**config.mk**
```make
export PLATFORM = sky130hd
export DESIGN_NAME = npcm_cell
export DESIGN_NICKNAME = d
export VERILOG_FILES = /design/src/design/nearest_palette_color_map_core_macros.svh /design/src/design/npcm_pkg.sv /design/src/design/npcm_cell.sv
export SDC_FILE = /design/constraint.sdc
export NUM_CORES = 1
export LEC_CHECK = 0
export BUFFER_PORTS_ARGS = -buffer_cell sky130_fd_sc_hd__buf_2
export CORE_MARGIN = 8
export CORE_UTILIZATION = 35
export CTS_BUF_LIST = sky130_fd_sc_hd__clkbuf_4
export CTS_CLUSTER_DIAMETER = 30
export DETAILED_ROUTE_END_ITERATION = 7
export GPL_ROUTABILITY_DRIVEN = 0
export PLACE_DENSITY = 0.6
export SLEW_MARGIN = 30
export SYNTH_ARGS = -nofsm -noshare
export SYNTH_HDL_FRONTEND = slang
export SYNTH_SLANG_ARGS = --single-unit
```
**constraint.sdc**
```tcl
create_clock -name clk -period 8.9 [get_ports clk]
set_input_delay 0.445 -clock clk [delete_from_list [all_inputs] [get_ports clk]]
set_output_delay 0.445 -clock clk [all_outputs]
set_load 0.01 [all_outputs]
```
**src/design/nearest_palette_color_map_core_macros.svh**
```systemverilog
// Assertion macros for the nearest palette color map core.
`ifndef NEAREST_PALETTE_COLOR_MAP_CORE_MACROS_SVH
`define NEAREST_PALETTE_COLOR_MAP_CORE_MACROS_SVH

// Same-cycle implication, reset disables the check.
`define NPCM_ASSERT(label, clk, rst, ante, cons, msg) \
  label: assert property (@(posedge clk) disable iff (rst) (ante) |-> (cons)) \
    else $error(msg);

// Next-cycle implication, reset disables the check.
`define NPCM_ASSERT_NEXT(label, clk, rst, ante, cons, msg) \
  label: assert property (@(posedge clk) disable iff (rst) (ante) |=> (cons)) \
    else $error(msg);

`endif

```
**src/design/npcm_pkg.sv**
```systemverilog
// Shared types, constants and distance helpers for the palette color map.
`timescale 1ns / 1ps

package npcm_pkg;

  // Palette geometry
  localparam int PALETTE_DEPTH = 256;
  localparam int CNT_W         = $clog2(PALETTE_DEPTH + 1);
  localparam int CMP_W         = (CNT_W > 9) ? CNT_W : 9;

  // Distance arithmetic
  localparam int CH_W          = 8;
  localparam int CH_R_LSB      = 16;
  localparam int CH_G_LSB      = 8;
  localparam int CH_B_LSB      = 0;
  localparam int SQ_W          = 18;
  localparam int ROOT_W        = 19;
  localparam int DIST_W        = 9;
  localparam logic [DIST_W-1:0] BEST_INIT = DIST_W'(256);

  // Integer square root: 9 digit steps, 3 per pipeline stage
  localparam int ISQ_ITER      = 9;
  localparam int ISQ_PER_STAGE = 3;
  localparam int ISQ_STAGES    = ISQ_ITER / ISQ_PER_STAGE;

  // Registers between a pixel word entering a cell and its distance being ready
  localparam int SKEW          = ISQ_STAGES + 1;

  // Positions a pixel can occupy between input and result register
  localparam int CHAIN_LEN     = 1 + SKEW + PALETTE_DEPTH;
  localparam int FL_W          = $clog2(CHAIN_LEN + 1);

  // Command codes
  typedef enum logic {
    CMD_WRITE = 1'b0,
    CMD_MAP   = 1'b1
  } cmd_t;

  // Configuration register indexes
  localparam logic REG_PALETTE_SIZE = 1'b0;
  localparam logic REG_TRANS_INDEX  = 1'b1;

  // Search state handed from cell to cell
  typedef struct packed {
    logic              fend;
    logic [DIST_W-1:0] best;
    logic [31:0]       matched;
    logic              hit;
    logic [31:0]       tword;
  } px_t;

  // Broadcast control from the top level to every cell
  typedef struct packed {
    logic             wr_valid;
    logic [CMP_W-1:0] wr_index;
    logic [31:0]      wr_word;
    logic [CMP_W-1:0] size;
    logic             trans_en;
    logic [CMP_W-1:0] trans_idx;
  } cell_ctl_t;

  // Partial square root state
  typedef struct packed {
    logic [SQ_W-1:0]   rem;
    logic [ROOT_W-1:0] root;
  } isq_t;

  function automatic logic [15:0] chan_sq(logic [CH_W-1:0] a, logic [CH_W-1:0] b);
    logic [CH_W-1:0] d;
    d = (a > b) ? (a - b) : (b - a);
    return 16'(d) * 16'(d);
  endfunction

  function automatic logic [SQ_W-1:0] sq_sum(logic [31:0] a, logic [31:0] b);
    return SQ_W'(chan_sq(a[CH_R_LSB +: CH_W], b[CH_R_LSB +: CH_W]))
         + SQ_W'(chan_sq(a[CH_G_LSB +: CH_W], b[CH_G_LSB +: CH_W]))
         + SQ_W'(chan_sq(a[CH_B_LSB +: CH_W], b[CH_B_LSB +: CH_W]));
  endfunction

  // One digit step of the restoring square root
  function automatic isq_t isq_iter(isq_t s, int unsigned i);
    isq_t              r;
    logic [ROOT_W-1:0] b;
    logic [ROOT_W-1:0] trial;
    b     = ROOT_W'(1) << (2 * (ISQ_ITER - 1 - i));
    trial = s.root + b;
    r     = s;
    if (ROOT_W'(s.rem) >= trial) begin
      r.rem  = s.rem - SQ_W'(trial);
      r.root = (s.root >> 1) + b;
    end else begin
      r.root = s.root >> 1;
    end
    return r;
  endfunction

  // The steps that belong to one pipeline stage
  function automatic isq_t isq_run(isq_t s, int unsigned stage);
    isq_t r;
    r = s;
    for (int unsigned j = 0; j < ISQ_PER_STAGE; j++) begin
      r = isq_iter(r, stage * ISQ_PER_STAGE + j);
    end
    return r;
  endfunction

endpackage

```
**src/design/npcm_cell.sv**
```systemverilog
// One palette cell: holds an entry, computes its distance, updates the best match.
`timescale 1ns / 1ps

module npcm_cell (
  input  logic                         clk,
  input  logic                         rst,
  input  logic                         adv,
  input  logic [npcm_pkg::CMP_W-1:0]   cell_idx,
  input  npcm_pkg::cell_ctl_t          ctl,
  input  logic [31:0]                  word_in,
  output logic [31:0]                  word_out,
  input  logic                         valid_in,
  input  npcm_pkg::px_t                px_in,
  output logic                         valid_out,
  output npcm_pkg::px_t                px_out
);
  import npcm_pkg::*;

  logic [31:0]       entry;
  logic [SQ_W-1:0]   sq;
  isq_t              st [ISQ_STAGES];
  logic [DIST_W-1:0] entry_dist;
  logic              take;
  logic              grab_trans;
  px_t               px_next;

  // Palette entry storage
  always_ff @(posedge clk) begin
    if (ctl.wr_valid && (ctl.wr_index == cell_idx)) begin
      entry <= ctl.wr_word;
    end
  end

  // Pixel word moves on; distance pipeline runs SKEW stages behind it
  always_ff @(posedge clk) begin
    if (adv) begin
      word_out <= word_in;
      sq       <= sq_sum(word_in, entry);
      st[0]    <= isq_run(isq_t'{rem: sq, root: '0}, 0);
      for (int unsigned s = 1; s < ISQ_STAGES; s++) begin
        st[s] <= isq_run(st[s-1], s);
      end
    end
  end

  assign entry_dist = st[ISQ_STAGES-1].root[DIST_W-1:0];

  // Strictly smaller distance wins; cells past the palette size stay out
  assign take       = (cell_idx < ctl.size) && (entry_dist < px_in.best);
  assign grab_trans = ctl.trans_en && (ctl.trans_idx == cell_idx);

  always_comb begin
    px_next = px_in;
    if (take) begin
      px_next.best    = entry_dist;
      px_next.matched = entry;
      px_next.hit     = 1'b1;
    end
    if (grab_trans) begin
      px_next.tword = entry;
    end
  end

  always_ff @(posedge clk) begin
    if (rst) begin
      valid_out <= 1'b0;
    end else if (adv) begin
      valid_out <= valid_in;
    end
  end

  always_ff @(posedge clk) begin
    if (adv) begin
      px_out <= px_next;
    end
  end

endmodule

```
== Yosys cells after proc, flatten, opt, wreduce, memory -nomap -nowiden ==
Memory sizes are Yosys's and may differ from the RTL's.
Cells that the tools add are included.

* Add/sub/neg operators: 33
* Multipliers: 3
* Divide/modulo/power cells: 0
* Magnitude comparators: 14
* Equality and inequality tests: 2
* Shift-type cells: 0
* Mux-type cells: 43
* Bitwise logic cells: 0
* Reductions and logical operators: 3

{| class="wikitable"
|+ Operators by type and width
! operator !! count
|-
| 18-bit two-way mux || 18
|-
| 19-bit two-way mux || 17
|-
| 18-bit by 19-bit >= comparator with 1-bit output || 8
|-
| 18-bit subtractor || 8
|-
| 8-bit by 8-bit multiplier with 16-bit output || 3
|-
| 8-bit subtractor || 6
|-
| 42-bit two-way mux || 1
|-
| 32-bit two-way mux || 1
|-
| 8-bit greater-than comparator || 3
|-
| 8-bit two-way mux || 3
|-
| 18-bit by 1-bit adder with 19-bit output, second input constant || 1
|-
| 18-bit by 11-bit adder with 19-bit output, second input constant || 1
|-
| 18-bit by 13-bit adder with 19-bit output, second input constant || 1
|-
| 18-bit by 15-bit adder with 19-bit output, second input constant || 1
|-
| 18-bit by 3-bit adder with 19-bit output, second input constant || 1
|-
| 18-bit by 5-bit adder with 19-bit output, second input constant || 1
|-
| 18-bit by 7-bit adder with 19-bit output, second input constant || 1
|-
| 18-bit by 9-bit adder with 19-bit output, second input constant || 1
|-
| 19-bit by 1-bit adder with 19-bit output, second input constant || 1
|-
| 19-bit by 11-bit adder with 19-bit output, second input constant || 1
|-
| 19-bit by 13-bit adder with 19-bit output, second input constant || 1
|-
| 19-bit by 15-bit adder with 19-bit output, second input constant || 1
|-
| 19-bit by 3-bit adder with 19-bit output, second input constant || 1
|-
| 19-bit by 5-bit adder with 19-bit output, second input constant || 1
|-
| other kinds (11) || 16
|}

* Register bits after elaboration: 158
* Bits in latches: 0
* Bits in writable memories: 111
* ROM bits: 0
* Memories: 1

{| class="wikitable"
|+ Memory list
! name !! words !! width !! read ports !! clocked after Yosys merged registers in !! write ports !! RTL line !! text
|-
| st || 3 || 37 || 3 || 0 || 3 || npcm_cell.sv:21 || <nowiki>isq_t st [ISQ_STAGES];</nowiki>
|}

== Longest topological paths before layout ==
An unclocked memory read counts as a cell.

* Word-level depth: 13
* Gate-level depth with buffers: 38
* Mapped depth without buffers: 36

== Least setup slack after synthesis ==
Ideal clock, no wire load.

* Kind: input to register
* Start point: input port word_in[16]
* End point: register sq[17] (data pin)
* Setup time: 195 ps
* Data arrival time: 8689 ps
* Data required time: 8705 ps
* Path slack: 16 ps
* Stages: 36
* Buffers on the path: 2
* Cell sequence: inv_1 > ha_1 > inv_1 > fa_1 > a21oi_1 > o21bai_1 > a21o_1 > a21oi_1 > o21a_1 > clkbuf_1 > mux2i_1 > o21ai_0 > o21ai_0 > xor2_1 > clkbuf_1 > nor2_1 > fa_1 > inv_1 > fa_1 > fa_1 > fa_1 > fa_1 > fa_1 > inv_1 > fa_1 > ha_1 > nor2b_1 > o21ai_0 > a21boi_0 > o21ai_0 > a21boi_0 > o21a_1 > nor2_1 > a2bb2oi_1 > a211oi_1 > o311ai_0

* Longest elaborated chain between the ends: 5
* Elaborated cells between the ends (all ways): 7
* Classes of those cells: 4 x add/sub; 1 x mul; 1 x order compare; 1 x mux

{| class="wikitable"
|+ Ends and longest elaborated chain
! what !! RTL line !! text
|-
| start: declaration || npcm_cell.sv:10 || <nowiki>input logic [31:0] word_in,</nowiki>
|-
| 8-bit subtractor or 8-bit greater-than comparator (tied branches) || npcm_pkg.sv:70 || <nowiki>d = (a > b) ? (a - b) : (b - a);</nowiki>
|-
| 8-bit two-way mux (*) || npcm_pkg.sv:70 ||
|-
| 8-bit by 8-bit multiplier with 16-bit output (*) || npcm_pkg.sv:71 || <nowiki>return 16'(d) * 16'(d);</nowiki>
|-
| 16-bit by 16-bit adder with 17-bit output (*) || npcm_pkg.sv:76 || <nowiki>+ SQ_W'(chan_sq(a[CH_G_LSB +: CH_W], b[CH_G_LSB +: CH_W]))</nowiki>
|-
| 17-bit by 16-bit adder with 18-bit output (*) || npcm_pkg.sv:77 || <nowiki>+ SQ_W'(chan_sq(a[CH_B_LSB +: CH_W], b[CH_B_LSB +: CH_W]));</nowiki>
|-
| end signal: assignment || npcm_cell.sv:38 || <nowiki>sq <= sq_sum(word_in, entry);</nowiki>
|-
| end: declaration || npcm_cell.sv:20 || <nowiki>logic [SQ_W-1:0] sq;</nowiki>
|}

Mark *: on every way between the ends. The rest lies on a longest branch, timed or not.
A chain may end at the register's enable or synchronous reset.

== Worst setup path in the final report ==
* Start point: input port word_in[0]
* End point: register sq[16] (data pin)

* Longest elaborated chain between the ends: 4
* Elaborated cells between the ends (all ways): 6
* Classes of those cells: 3 x add/sub; 1 x mul; 1 x order compare; 1 x mux

{| class="wikitable"
|+ Ends and longest elaborated chain
! what !! RTL line
|-
| 8-bit subtractor or 8-bit greater-than comparator (tied branches) || npcm_pkg.sv:70
|-
| 8-bit two-way mux (*) || npcm_pkg.sv:70
|-
| 8-bit by 8-bit multiplier with 16-bit output (*) || npcm_pkg.sv:71
|-
| 17-bit by 16-bit adder with 18-bit output (*) || npcm_pkg.sv:77
|}

Marks and branches as above.

==> metrics.md <==
| Metric | Value |
|---|---|
| Min-delay src | `adv` |
| PortBufs | `288` |
| Tightest Hold Check Type | `primary input to flop` |
| Hold Crit Endpoint | `px_out[56]` |
| Clock slew at reported path FFs | `0.07 ns` |
| Cell Rows | `84` |
| Multi-input logic area | `between 10000 and 15000 µm²` |
| Total wire length | `roughly 51000 µm` |
| Initial Utilization | `0.353` |
| Syn-to-layout area delta | `28.8%` |
| Pre-CTS WS | `-0.357 ns` |
| Fin Clk Skew | `~0.079 ns` |
| Final ANT Viol Nets | `0` |
| Hpwl dp | `39800 µm` |
| Slowest cell on crit path | `dlygate4sd3_1` |
| Syn avg cell area | `10.8 µm²` |
| Largest net degree at the start of global routing | `90` |
| Worst slew pin tran | `slightly above 0.9 ns` |
| Setup slack after layout | `approximately 0.26 ns` |
| Vias in the first global route | `approximately 16000` |
| R2R setup slack | `about 0.34 ns` |
| Remaining DRCs | `0` |
| Mapped cell area | `between 15000 and 20000 µm²` |
| TNS Setup | `0 ns` |
| Die width | `246 µm` |
| Synth Instances | `roughly 1700` |
| GRT Total Usage | `0.161` |
| I/O pins | `a little under 300` |
| Cts bufs inserted | `57` |
| H-tree Lvls | `2` |
| Critical path launch point type | `primary input` |
| First-pass GRT wire length | `79100 µm` |
| Nets | `2801` |
| Cell variety after synth | `85` |
| WS Path Type | `primary input to flop` |
| Register area share after synthesis | `0.342` |
| Worst-Skew Late Latency | `around 0.79 ns` |
| Worst Path Max Fanout | `7` |
| Fin crit share | `0.971` |
| Final Hold Fails | `0` |
| Commonest register cell after synthesis | `edfxtp_1` |
| Max capacitance violation total | `0` |
| Seq. cell area | `6360 µm²` |
| Total clock sinks | `between 200 and 250` |
| Status | `finished, final reports clean` |
| Crit Reg-Reg Startpoint | `entry[0]` |
| GRT overflow | `0` |
| TritonCTS clock tree | `yes` |
| Synth top area share | `0.341` |
| Count of filler cells inserted in the layout | `approximately 4900` |
| Drt pass-1 iters | `4` |
| Worst Path Arrival | `~9.1 ns` |
| Async SR Flop Fraction | `0` |
| Final setup violation count | `0` |
| Post-synth EDFFs | `211` |
| Iter 0 DRT Violations | `~580` |
| Fin crit period | `between 8 and 9 ns` |
| Routed vias/inst | `about 4.8` |
| Chip height | `roughly 250 µm` |
| CP Data Required Time | `approximately 9.3 ns` |
| Die Footprint | `between 60000 and 70000 µm²` |
| CP most frequent cell | `fa_1` |
| Reg2reg end | `sq[16]` |
| Drt wl/cell | `between 15 and 20 µm` |
| Ranking of synthesized cells by area | `edfxtp_1 34%, fa_1 15%, ha_1 13%` |
| Root Buffer | `clkbuf_4` |
| Hold path depth | `1` |
| Cell taking the most area after synthesis | `edfxtp_1` |
| Initial antenna violation count | `4` |
| Placed cell count | `2772` |
| Fmax | `116 MHz` |
| Share of cells above drive strength 1 | `0.278` |
| Setup crit end kind | `flop` |
| Cells on worst reg2reg path | `33` |
| Final Max Tran Viols | `0` |
| CP max stage delay | `around 0.55 ns` |
| Slew margin rel. | `0.374` |
| Cell Count, Final, Fillers Out | `around 3000` |
| Syn. warnings | `0` |
| Via count | `~14000` |
| CORE AREA | `about 53000 µm²` |
| Synthesized Nets | `roughly 2200` |
| Synthesized flop and latch total | `around 210` |
| Maximum clock path buffer count | `3` |
-- worst max path at each step --
| stage | startpoint | to | slack [ns] | depth (start not counted) |
|---|---|---|---|---|
| floorplan | word_in[16] | sq[17] | 0.02 | 36 |
| global placement | word_in[16] | sq[17] | -0.10 | 35 |
| detailed placement | word_in[0] | sq[17] | -0.36 | 36 |
| CTS | entry[0] | sq[17] | 0.002 | 34 |
| global route | entry[8] | sq[17] | -0.05 | 34 |
| finish | word_in[0] | sq[16] | 0.26 | 36 |
-- metal layers --
| metal | track usage | wire length [µm] | up-vias |
|---|---|---|---|
| met3 | 0.0311 | 2530 | 97 |
| met5 | 0 | 14 | - |
| met2 | 0.290 | 26300 | 363 |
| li1 | - | - | 7038 |
| met1 | 0.188 | 20200 | 6968 |
| met4 | 0.0573 | 1500 | 2 |
-- cell families (layout without fill, tap and decap cells) --
logic type | after synthesis | in the layout | share of synthesized area
DFF | 212 | 212 | 0.342
and+or+nand+nor | 355 | 355 | 0.0998
buffers and inverters | 361 | 968 | 0.0741
muxes | 111 | 111 | 0.0656
AOI/OAI and AO/OA | 257 | 257 | 0.0940
xor gates and xnor gates | 94 | 94 | 0.0443
other | 0 | 5 | 0
adders and majority gates | 332 | 332 | 0.280
-- layout make-up --
cell class	count	area share
repair buffers	532	0.152
inverters	336	0.0528
diodes	5	0.000523
clock inverters	12	0.00246
clock buffers	88	0.0276
multi-input cells	1149	0.463
well taps	688	0.0360
flip-flops and latches	212	0.266
-- state kept, by name, summed over array words and instances (netlist names) --
register   cells
word_out      32
st            54
valid_out      1
sq            18
entry         32
px_out        75
-- through the flow --
step | cell area, µm² | hold WS [ns] | utilization
3_3_place_gp | 21500 | 0.436 | 0.410
3_5_place_dp | 21500 | 0.432 | 0.410
2_1_floorplan | 18600 | 0.426 | -
5_1_grt | 23900 | 0.255 | 0.455
6_report | 23900 | 0.267 | 0.455
4_1_cts | 23700 | 0.241 | 0.450
-- cells in the mapped netlist, drive strengths merged, types with 6 or more instances --
library cell	number
a211oi	8
a21o	37
a21oi	69
a31oi	6
and2	9
and3	8
buf	7
clkbuf	18
edfxtp	211
fa	139
ha	193
inv	335
mux2	86
mux2i	25
nand2	70
nand2b	23
nand3	17
nand3b	6
nand4	18
nor2	115
nor2b	16
nor3	23
nor4	12
o211ai	12
o21a	13
o21ai	42
o21bai	9
o31ai	6
or2	13
xnor2	72
xor2	22
-- worst max-delay path, delay by kind of cell --
kind,cells,cell delay (ns)
XOR/XNOR,1,0.19
AO/OA/AOI/OAI,12,1.81
buffers and inverters,9,1.18
multiplexers,1,0.30
adder cells (fa/ha/maj),10,4.39
AND/OR/NAND/NOR,3,0.74
-- layout by cell type (no fill, tap or decap), drive strengths merged, types with 72 or more instances in the layout --
| cell | Yosys | final |
|---|---|---|
| xnor2 | 72 | 72 |
| fa | 139 | 139 |
| clkbuf | 18 | 88 |
| buf | 7 | 391 |
| nor2 | 115 | 115 |
| dlygate4sd3 | 0 | 141 |
| ha | 193 | 193 |
| inv | 335 | 336 |
| edfxtp | 211 | 211 |
| mux2 | 86 | 86 |
-- what timing repair did --
action / CTS / global route
hold buffers: 141 / 0
setup endpoints to repair: 5 / 5
setup buffers: 0 / 4
pin swaps: 0 / 33
endpoints found under the hold margin: 140 / 0
gates resized for setup: 2 / 59
Power is left out: the tool's default activity adds up to more than one toggle a clock period on the data nets, which glitch-free logic cannot reach.
